$ cat src/mqtt_packet_deframer_core_macros.svh
// assertion macros for the mqtt packet deframer
// used by the top level, which supplies clock and reset
`ifndef MQTT_PACKET_DEFRAMER_CORE_MACROS_SVH
`define MQTT_PACKET_DEFRAMER_CORE_MACROS_SVH

// same-cycle implication, disabled during reset
`define MQTTD_ASSERT_SAME(label, ante, cons) \
   label: assert property (@(posedge clock) disable iff (reset) (ante) |-> (cons)) \
      else $error("mqtt deframer same-cycle check failed");

// next-cycle implication, disabled during reset
`define MQTTD_ASSERT_NEXT(label, ante, cons) \
   label: assert property (@(posedge clock) disable iff (reset) (ante) |=> (cons)) \
      else $error("mqtt deframer next-cycle check failed");

`endif

$ cat src/mqttd_pkg.sv
// types, codes and helpers shared by the mqtt packet deframer
// no dependencies
`timescale 1ns / 1ps

package mqttd_pkg;

   // parser phase, one-hot
   typedef enum logic [2:0] {
      PH_TYPE = 3'b001,
      PH_LEN  = 3'b010,
      PH_PAY  = 3'b100
   } phase_type;

   // byte roles
   localparam logic [1:0] ROLE_TYPE = 2'd0;
   localparam logic [1:0] ROLE_LEN  = 2'd1;
   localparam logic [1:0] ROLE_PAY  = 2'd2;

   // status codes
   localparam logic [1:0] STATUS_OK        = 2'd0;
   localparam logic [1:0] STATUS_UNHANDLED = 2'd1;
   localparam logic [1:0] STATUS_PING_LEN  = 2'd2;
   localparam logic [1:0] STATUS_MALFORMED = 2'd3;

   // packet type codes that matter here
   localparam logic [3:0] TYPE_RESERVED0 = 4'd0;
   localparam logic [3:0] TYPE_UNHANDLED8 = 4'd8;
   localparam logic [3:0] TYPE_UNHANDLED10 = 4'd10;
   localparam logic [3:0] TYPE_UNHANDLED12 = 4'd12;
   localparam logic [3:0] TYPE_PINGRESP = 4'd13;
   localparam logic [3:0] TYPE_UNHANDLED14 = 4'd14;

   localparam int LEN_W = 28;

   typedef struct packed {
      phase_type          phase;
      logic [3:0]         held_type;
      logic [3:0]         held_flags;
      logic [LEN_W-1:0]   length_acc;
      logic [2:0]         length_count;
      logic [LEN_W-1:0]   payload_count;
   } state_type;

   typedef struct packed {
      logic [7:0]         byte_out;
      logic [1:0]         byte_role;
      logic [3:0]         packet_type;
      logic [3:0]         packet_flags;
      logic [LEN_W-1:0]   payload_length;
      logic [LEN_W-1:0]   payload_offset;
      logic               last_of_packet;
      logic [1:0]         status;
   } result_type;

   function automatic logic type_handled(input logic [3:0] t);
      type_handled = !(t == TYPE_RESERVED0 || t == TYPE_UNHANDLED8 ||
                       t == TYPE_UNHANDLED10 || t == TYPE_UNHANDLED12 ||
                       t == TYPE_UNHANDLED14);
   endfunction

   // status for a byte that is not a malformed length byte
   function automatic logic [1:0] normal_status(input logic [3:0] t,
                                                input logic length_known,
                                                input logic [LEN_W-1:0] acc);
      if (t == TYPE_PINGRESP && length_known && acc != '0) begin
         normal_status = STATUS_PING_LEN;
      end else if (!type_handled(t)) begin
         normal_status = STATUS_UNHANDLED;
      end else begin
         normal_status = STATUS_OK;
      end
   endfunction

endpackage

$ cat src/mqttd_decode.sv
// per-byte decode: next parser state and the result for one byte
// depends on mqttd_pkg
`timescale 1ns / 1ps

module mqttd_decode
   import mqttd_pkg::*;
#(
   parameter int MAX_LENGTH_BYTES = 4
) (
   input  logic [7:0]  data_byte,
   input  state_type   cur,
   output state_type   nxt,
   output result_type  res
);

   localparam logic [2:0] LEN_LIMIT = 3'(MAX_LENGTH_BYTES);

   logic [LEN_W-1:0] acc_add;
   logic [LEN_W-1:0] acc_new;
   logic [2:0]       count_new;
   logic [LEN_W-1:0] pay_new;

   // place the seven length bits at their base-128 position
   always_comb begin
      case (cur.length_count[1:0])
         2'd0: acc_add = {21'd0, data_byte[6:0]};
         2'd1: acc_add = {14'd0, data_byte[6:0], 7'd0};
         2'd2: acc_add = {7'd0, data_byte[6:0], 14'd0};
         default: acc_add = {data_byte[6:0], 21'd0};
      endcase
   end

   assign acc_new   = cur.length_acc | acc_add;
   assign count_new = cur.length_count + 3'd1;
   assign pay_new   = cur.payload_count + LEN_W'(1);

   // phase handling
   always_comb begin
      nxt = cur;
      res.byte_out       = data_byte;
      res.byte_role      = ROLE_TYPE;
      res.packet_type    = cur.held_type;
      res.packet_flags   = cur.held_flags;
      res.payload_length = '0;
      res.payload_offset = '0;
      res.last_of_packet = 1'b0;
      res.status         = STATUS_OK;
      case (cur.phase)
         PH_LEN: begin
            res.byte_role      = ROLE_LEN;
            nxt.length_acc     = acc_new;
            nxt.length_count   = count_new;
            res.payload_length = acc_new;
            if (data_byte[7]) begin
               if (count_new >= LEN_LIMIT) begin
                  res.status         = STATUS_MALFORMED;
                  res.last_of_packet = 1'b1;
                  nxt.phase          = PH_TYPE;
               end else begin
                  res.status = normal_status(cur.held_type, 1'b0, acc_new);
               end
            end else begin
               res.status = normal_status(cur.held_type, 1'b1, acc_new);
               if (acc_new == '0) begin
                  res.last_of_packet = 1'b1;
                  nxt.phase          = PH_TYPE;
               end else begin
                  nxt.payload_count = '0;
                  nxt.phase         = PH_PAY;
               end
            end
         end
         PH_PAY: begin
            res.byte_role      = ROLE_PAY;
            res.payload_offset = cur.payload_count;
            res.payload_length = cur.length_acc;
            res.status         = normal_status(cur.held_type, 1'b1, cur.length_acc);
            nxt.payload_count  = pay_new;
            if (pay_new >= cur.length_acc) begin
               res.last_of_packet = 1'b1;
               nxt.phase          = PH_TYPE;
            end
         end
         default: begin
            // type/flags byte, also taken in any unused phase code
            nxt.held_type     = data_byte[7:4];
            nxt.held_flags    = data_byte[3:0];
            nxt.length_acc    = '0;
            nxt.length_count  = '0;
            nxt.payload_count = '0;
            nxt.phase         = PH_LEN;
            res.packet_type   = data_byte[7:4];
            res.packet_flags  = data_byte[3:0];
            res.status        = normal_status(data_byte[7:4], 1'b0, '0);
         end
      endcase
   end

endmodule

$ cat src/mqtt_packet_deframer_core.sv
// mqtt fixed header deframer: one byte in, one annotated byte out
// a byte accepted on the request channel is registered, decoded, and its result
// registered onto the result channel once the output stage is free
// throughput: one byte per cycle through the single-pass decode stage, unless rsp_tready stalls it
// reset: synchronous, clears both stage valids and returns the parser to
// expecting a type byte with all counters at zero
`timescale 1ns / 1ps
`include "mqtt_packet_deframer_core_macros.svh"

module mqtt_packet_deframer_core
   import mqttd_pkg::*;
#(
   parameter int MAX_LENGTH_BYTES = 4
) (
   input  logic        clock,
   input  logic        reset,
   input  logic        req_tvalid,
   output logic        req_tready,
   input  logic [7:0]  req_tdata,   // data_byte
   output logic        rsp_tvalid,
   input  logic        rsp_tready,
   output logic [71:0] rsp_tdata,   // byte_out, packet_type, packet_flags,
                                    // payload_length, payload_offset
   output logic [3:0]  rsp_tuser,   // byte_role, status
   output logic        rsp_tlast    // last_of_packet
);

   logic       in_valid_ff;
   logic       in_valid_in;
   logic [7:0] in_data_ff;
   logic       rsp_valid_ff;
   logic       rsp_valid_in;
   result_type rsp_ff;
   state_type  state_ff;
   state_type  state_in;
   result_type res;
   logic       out_free;
   logic       advance;

   // stage handshakes
   assign out_free     = !rsp_valid_ff || rsp_tready;
   assign advance      = in_valid_ff && out_free;
   assign req_tready   = !in_valid_ff || advance;
   assign in_valid_in  = (req_tvalid && req_tready) || (in_valid_ff && !advance);
   assign rsp_valid_in = advance || (rsp_valid_ff && !rsp_tready);

   mqttd_decode #(
      .MAX_LENGTH_BYTES(MAX_LENGTH_BYTES)
   ) u_decode (
      .data_byte(in_data_ff),
      .cur      (state_ff),
      .nxt      (state_in),
      .res      (res)
   );

   // control registers
   always_ff @(posedge clock) begin
      if (reset) begin
         in_valid_ff            <= 1'b0;
         rsp_valid_ff           <= 1'b0;
         state_ff.phase         <= PH_TYPE;
         state_ff.held_type     <= '0;
         state_ff.held_flags    <= '0;
         state_ff.length_acc    <= '0;
         state_ff.length_count  <= '0;
         state_ff.payload_count <= '0;
      end else begin
         in_valid_ff  <= in_valid_in;
         rsp_valid_ff <= rsp_valid_in;
         if (advance) begin
            state_ff <= state_in;
         end
      end
   end

   // payload registers
   always_ff @(posedge clock) begin
      if (req_tvalid && req_tready) begin
         in_data_ff <= req_tdata;
      end
      if (advance) begin
         rsp_ff <= res;
      end
   end

   // result transaction
   assign rsp_tvalid = rsp_valid_ff;
   assign rsp_tdata  = {rsp_ff.payload_offset, rsp_ff.payload_length,
                        rsp_ff.packet_flags, rsp_ff.packet_type, rsp_ff.byte_out};
   assign rsp_tuser  = {rsp_ff.status, rsp_ff.byte_role};
   assign rsp_tlast  = rsp_ff.last_of_packet;

   // a malformed length always ends the packet on a length byte
   `MQTTD_ASSERT_SAME(a_malformed_ends, rsp_valid_ff && rsp_ff.status == STATUS_MALFORMED, rsp_ff.last_of_packet && rsp_ff.byte_role == ROLE_LEN)
   // a type byte never ends a packet
   `MQTTD_ASSERT_SAME(a_type_not_last, rsp_valid_ff && rsp_ff.byte_role == ROLE_TYPE, !rsp_ff.last_of_packet)
   // payload offsets stay inside the decoded length
   `MQTTD_ASSERT_SAME(a_offset_in_range, rsp_valid_ff && rsp_ff.byte_role == ROLE_PAY, rsp_ff.payload_offset < rsp_ff.payload_length)
   // the byte after a packet end is parsed as a type byte
   `MQTTD_ASSERT_NEXT(a_end_to_type, advance && res.last_of_packet, state_ff.phase == PH_TYPE)

endmodule
$ cat config.mk
export PLATFORM = sky130hd
export DESIGN_NAME = mqtt_packet_deframer_core
export DESIGN_NICKNAME = d
export VERILOG_FILES = /design/src/mqttd_pkg.sv /design/src/mqttd_decode.sv /design/src/mqtt_packet_deframer_core.sv
export VERILOG_INCLUDE_DIRS = /design/src /design/src/src
export SDC_FILE = /design/constraint.sdc
export NUM_CORES = 1
export LEC_CHECK = 0
export BUFFER_PORTS_ARGS = -buffer_cell sky130_fd_sc_hd__buf_2
export CAP_MARGIN = 20
export CORE_MARGIN = 2
export CORE_UTILIZATION = 63
export DETAILED_ROUTE_END_ITERATION = 8
export PLACE_DENSITY = 0.93
export SLEW_MARGIN = 20
export SYNTH_ARGS = -nofsm -noshare
export SYNTH_HDL_FRONTEND = slang
export SYNTH_SLANG_ARGS = --single-unit
$ cat constraint.sdc
create_clock -name clock -period 9.95 [get_ports clock]
set_input_delay 1.99 -clock clock [delete_from_list [all_inputs] [get_ports clock]]
set_output_delay 1.99 -clock clock [all_outputs]
set_load 0.1 [all_outputs]
==> results of run 1 <==
-- through the flow --
step / power, mW / utilization / hold WS [ps] / setup slack (ps) / instances
6_report: 1.52 / 0.741 / 463 / 5280 / 977
5_1_grt: 1.56 / 0.741 / 477 / 5170 / 977
4_1_cts: 1.52 / 0.741 / 461 / 5270 / 977
3_5_place_dp: 0.894 / 0.690 / 456 / 5040 / 945
3_3_place_gp: 0.892 / 0.690 / 441 / 5170 / 945
2_1_floorplan: 0.868 / - / 434 / 4180 / 751
-- registers in the layout (all words and copies together), names as in the netlist --
register     cells
rsp_tdata       72
in_data_ff       8
in_valid_ff      1
rsp_tlast        1
state_ff        70
rsp_tvalid       1
rsp_tuser        4
-- worst register-to-register path, stage by stage, from the launching register on --
cell and delay [ps]:
dfxtp_1 530, ha_1 300, nand3_1 260, nor3_2 330, and3_1 290, nand4_1 200, xnor2_1 210, ha_1 290
nand4_1 110, nor4_1 340, o21a_1 190, a21oi_1 100, o21bai_1 200
-- power by group --
part / leakage, nW / switching [mW] / internal, mW
clock network: 0.284 / 0.257 / 0.385
registers: 1.38 / 0.0155 / 0.703
logic: 1.55 / 0.141 / 0.0232
-- layer usage --
metal	track usage	up-vias
met2	0.456	378
met4	0.167	0
li1	-	2830
met5	0	-
met3	0.0841	105
met1	0.358	2967
-- area by class of cell --
cell class	count	area, µm²	share of cell area
well taps	143	179	0.0211
flip-flops and latches	157	3990	0.470
clock buffers	24	513	0.0604
clock inverters	8	77.6	0.00913
inverters	37	140	0.0165
repair buffers	94	480	0.0565
multi-input cells	514	3110	0.366
-- kinds of logic after synthesis --
group / synth area share
AOI/OAI and AO/OA: 0.139
xor gates and xnor gates: 0.0317
adders and majority gates: 0.0571
buffers and inverters: 0.0462
DFF: 0.536
muxes: 0.0134
and+or+nand+nor: 0.177
-- cells in the final DEF (no fill, tap or decap), drive strengths merged, types with 9 or more instances in the layout --
cell / count
ha: 34
xnor2: 21
or3: 16
nand4: 12
nor3: 12
inv: 37
nor4: 9
dfxtp: 72
buf: 94
nand2: 52
edfxtp: 85
and2: 33
nor2: 75
o21ai: 31
clkbuf: 24
nand3: 29
a21oi: 106
-- worst paths after layout --
kind | start | to | slack, ps | cells after the start
setup / recovery | rsp_tready | req_tready | 5280 | 4
hold / removal | state_ff[62] | state_ff[62] | 460 | 2
setup reg to reg | state_ff[0] | rsp_tlast | 6440 | 12
hold reg to reg | state_ff[62] | state_ff[62] | 460 | 2
==> impl_metrics.py, run 1 <==
metrics = {
    "global_routing": {
        "grt_pass1_vias": 5928,
        "grt_max_degree": 87,
        "grt_overflow": 0,
        "grt_usage": 0.289,
        "antenna_found_initial": 0,
        "grt_pass1_wl_um": 28900,
    },
    "setup_path": {
        "end_kind": "primary output",
        "critPathLaunchType": "primary input",
        "cp.buffers_inverters": 2,
        "crit_family": "buffers and inverters",
        "arrival_ps": 2680,
        "critical_path.cell_chain": "buf_2 -> nor2b_1 -> nand2_1 -> buf_2",
        "critPathMaxStageDelay_ps": 290,
        "worst-path-max-fanout": 4,
        "critPathMostFrequentCell": "buf_2",
        "slowest_stage": "buf_2",
        "crit_required_ps": 7960,
        "worstSetupPathType": "in2out",
    },
    "synthesis": {
        "syn_area_um2": 7450,
        "synth_cell_types": 55,
        "yosysWarnings": 0,
        "syn_nets": 797,
        "dominantRegCellSynth": "edfxtp_1",
        "synth_top_area_frac": 0.343,
        "ys_seq_area_frac": 0.536,
        "synth.most_common_cell": "a21oi_1",
        "avgSynthCellArea_um2": 9.92,
        "synthArstFlopShare": 0,
        "synth_edf_count": 85,
        "synthTopCellsByArea": "edfxtp_1 (34%), dfxtp_1 (19%), a21oi_1 (7.1%)",
        "synth-seq-cells": 157,
        "synth_top_cell_by_area": "edfxtp_1",
        "synth_common_cells": "a21oi_1 (106), edfxtp_1 (85), nor2_1 (74)",
        "postSynthCellCount": 751,
    },
    "min_path": {
        "hold_path.class": "reg2reg",
    },
    "place": {
        "hpwlAfterDp_um": 11400,
        "place.gp.congestion": 0.886,
        "port_buffers": 90,
        "postPlaceCellArea_um2": 7910,
    },
    "cells_and_area": {
        "nets": 867,
        "n_antenna_cell": 0,
        "drive_gt1_frac": 0.169,
        "syn_to_final_growth_pct": 14.0,
        "design_area_um2": 8500,
        "nFillCells": 722,
    },
    "floorplan": {
        "rows": 39,
        "start_util": 0.650,
        "dieHeight_um": 113,
        "io_pins": 91,
        "die_w_um": 113,
        "dieArea_um2": 12700,
        "core_area_um2": 11500,
    },
    "cts": {
        "cts_inserted_buffers": 17,
        "insertion_delay_ps": 440,
        "cts_resized": 0,
        "clock_sinks": 157,
        "hold_buffers": 0,
        "h-tree-depth": 4,
        "max-clock-path-buffers": 2,
        "clockRootBuffer": "clkbuf_16",
        "cts_tree": "built",
        "cts.reportedPaths.clkPinSlew_ps": 60,
        "postCtsSetupBuffers": 0,
    },
    "timing": {
        "rsz0062_at_grt": "no",
        "finalHoldViolations": 0,
        "final_max_slew_viol_count": 0,
        "setup_viol": 0,
        "fin_crit_ps": 4670,
        "worst_slew_pin_slew_ps": 1130,
        "slew_headroom": 0.245,
        "clock.fmax_mhz": 214,
        "tns_ps": 0,
        "skew_ps": 7.62,
        "fin_crit_sh": 0.469,
    },
    "routing": {
        "drtPass1Iterations": 5,
        "maxUsedRoutingLayer": "met4",
        "dr_wl_met3_um": 1530,
        "first_iter_violations": 693,
        "via_count": 6280,
        "wl_per_cell_um": 18.4,
        "dr_wl_met2_um": 8610,
        "ant_nets": 0,
        "wl_um": 18000,
        "wl_met1_um": 6960,
        "via_per_inst": 6.43,
        "drc": 0,
    },
    "run": {
        "maxCapViolCount": 0,
    },
    "power_and_ir_drop": {
        "ir_drop_mv": 0.158,
        "p_per_area_nw_per_um2": 179,
        "p_leak_nw": 3.21,
    },
    "status": {
        "status": "completed",
    },
}
Power figures use the tool's default switching activity.
==> inputs of run 2 (changes only) <==
--- a/config.mk
+++ b/config.mk
@@ -9,9 +9,9 @@
 export BUFFER_PORTS_ARGS = -buffer_cell sky130_fd_sc_hd__buf_2
 export CAP_MARGIN = 20
 export CORE_MARGIN = 2
-export CORE_UTILIZATION = 63
+export CORE_UTILIZATION = 53
 export DETAILED_ROUTE_END_ITERATION = 8
-export PLACE_DENSITY = 0.93
+export PLACE_DENSITY = 0.85
 export SLEW_MARGIN = 20
 export SYNTH_ARGS = -nofsm -noshare
 export SYNTH_HDL_FRONTEND = slang
==> constraint.sdc (replaced) <==
create_clock -name clock -period 4 [get_ports clock]
set_input_delay 0.8 -clock clock [delete_from_list [all_inputs] [get_ports clock]]
set_output_delay 0.8 -clock clock [all_outputs]
set_load 0.1 [all_outputs]
==> impl_metrics.py, run 2 (synthesized netlist as in run 1, its figures left out) <==
metrics = {
    "run": {
        "maxCapViolCount": 0,
    },
    "cts": {
        "clockRootBuffer": "clkbuf_16",
        "cts_tree": "built",
        "h-tree-depth": 4,
        "postCtsSetupBuffers": 0,
        "cts_resized": 0,
        "insertion_delay_ps": 440,
        "max-clock-path-buffers": 2,
        "hold_buffers": 0,
        "clock_sinks": 157,
        "cts.reportedPaths.clkPinSlew_ps": 60,
        "cts_inserted_buffers": 17,
    },
    "timing": {
        "final_max_slew_viol_count": 0,
        "fin_crit_sh": 0.812,
        "tns_ps": 0,
        "slew_headroom": 0.362,
        "skew_ps": 7.68,
        "fin_crit_ps": 3250,
        "setup_viol": 0,
        "clock.fmax_mhz": 308,
        "finalHoldViolations": 0,
        "rsz0062_at_grt": "no",
        "worst_slew_pin_slew_ps": 954,
    },
    "cells_and_area": {
        "stdcell_count": 1021,
        "final_cell_mix": "a21oi_1 (106), buf_2 (90), edfxtp_1 (85)",
        "drive_gt1_frac": 0.176,
        "nFillCells": 1100,
        "fin_util": 0.618,
        "n_antenna_cell": 0,
        "syn_to_final_growth_pct": 14.6,
        "nets": 874,
        "final_common_cell": "a21oi_1",
        "largest_reg_flops": 72,
        "multi_input_comb_area_um2": 3110,
        "seqCellArea_um2": 3990,
    },
    "place": {
        "place.gp.congestion": 0.905,
        "hpwlAfterDp_um": 11400,
        "dp_cells": 989,
        "port_buffers": 90,
    },
    "power_and_ir_drop": {
        "ir_drop_mv": 0.353,
        "p_per_area_nw_per_um2": 429,
        "p_leak_nw": 3.21,
        "power_mw": 3.67,
    },
    "setup_path": {
        "critPathLaunchType": "flop",
        "worst-path-max-fanout": 9,
        "end_kind": "flop",
        "worstSetupPathType": "reg2reg",
        "crit_required_ps": 4300,
        "arrival_ps": 3550,
    },
    "floorplan": {
        "die_w_um": 123,
        "io_pins": 91,
        "start_util": 0.539,
        "core_area_um2": 13800,
        "dieHeight_um": 123,
        "rows": 43,
        "dieArea_um2": 15000,
    },
    "global_routing": {
        "antenna_found_initial": 0,
        "grt_max_degree": 46,
        "grt_usage": 0.241,
        "grt_overflow": 0,
        "grt_pass1_vias": 5622,
        "grt_pass1_wl_um": 27700,
    },
    "routing": {
        "drc": 0,
        "via_count": 5995,
        "wl_per_cell_um": 16.9,
        "drtPass1Iterations": 6,
        "ant_nets": 0,
        "wl_um": 17300,
        "first_iter_violations": 587,
        "via_per_inst": 5.87,
    },
    "min_path": {
        "hold_path.class": "reg2reg",
    },
    "status": {
        "status": "completed",
    },
}
run 2: final timing paths:
kind,start,endpoint,slack (ps),cells past startpoint
max,state_ff[4],state_ff[67],750,12
min,state_ff[60],state_ff[60],470,2
max reg2reg,state_ff[4],state_ff[67],750,12
min reg2reg,state_ff[60],state_ff[60],470,2
run 2: stage by stage:
stage               cell area [µm²]  hold WS (ps)  setup slack (ps)
detailed placement             8010           453               818
finish                         8540           470               753
floorplan                      7450           434               697
global route                   8540           489               486
CTS                            8540           472               785
global placement               8010           441               974
run 2: worst max-delay path: stages, from the launching register on:
cell and delay (ps):
dfxtp_1 480, nand4_1 250, nor3_2 340, and3_1 380
and3_1 210, xor2_1 250, ha_1 300, a21oi_1 140
o21ai_0 90, a21oi_1 130, o21bai_1 100, a211oi_1 310
o31ai_1 130
run 2: area by class of cell:
cell class / count / area share
Clock buffer: 20 / 0.0523
Tap cell: 180 / 0.0264
Inverter: 37 / 0.0164
Multi-Input combinational cell: 514 / 0.365
Clock inverter: 12 / 0.0105
Sequential cell: 157 / 0.467
Timing Repair Buffer: 101 / 0.0624
run 2: where the power goes:
part           total (mW)  switching, mW  leakage (nW)  internal [mW]
sequential           1.78         0.0348          1.38           1.75
combinational       0.415          0.353          1.58         0.0617
clock                1.47          0.659         0.257          0.811
run 2: per-layer routing:
layer,GRT usage,share of wire
met5,0,0
met4,0.106,0.025
met3,0.0627,0.081
met2,0.385,0.48
met1,0.309,0.41
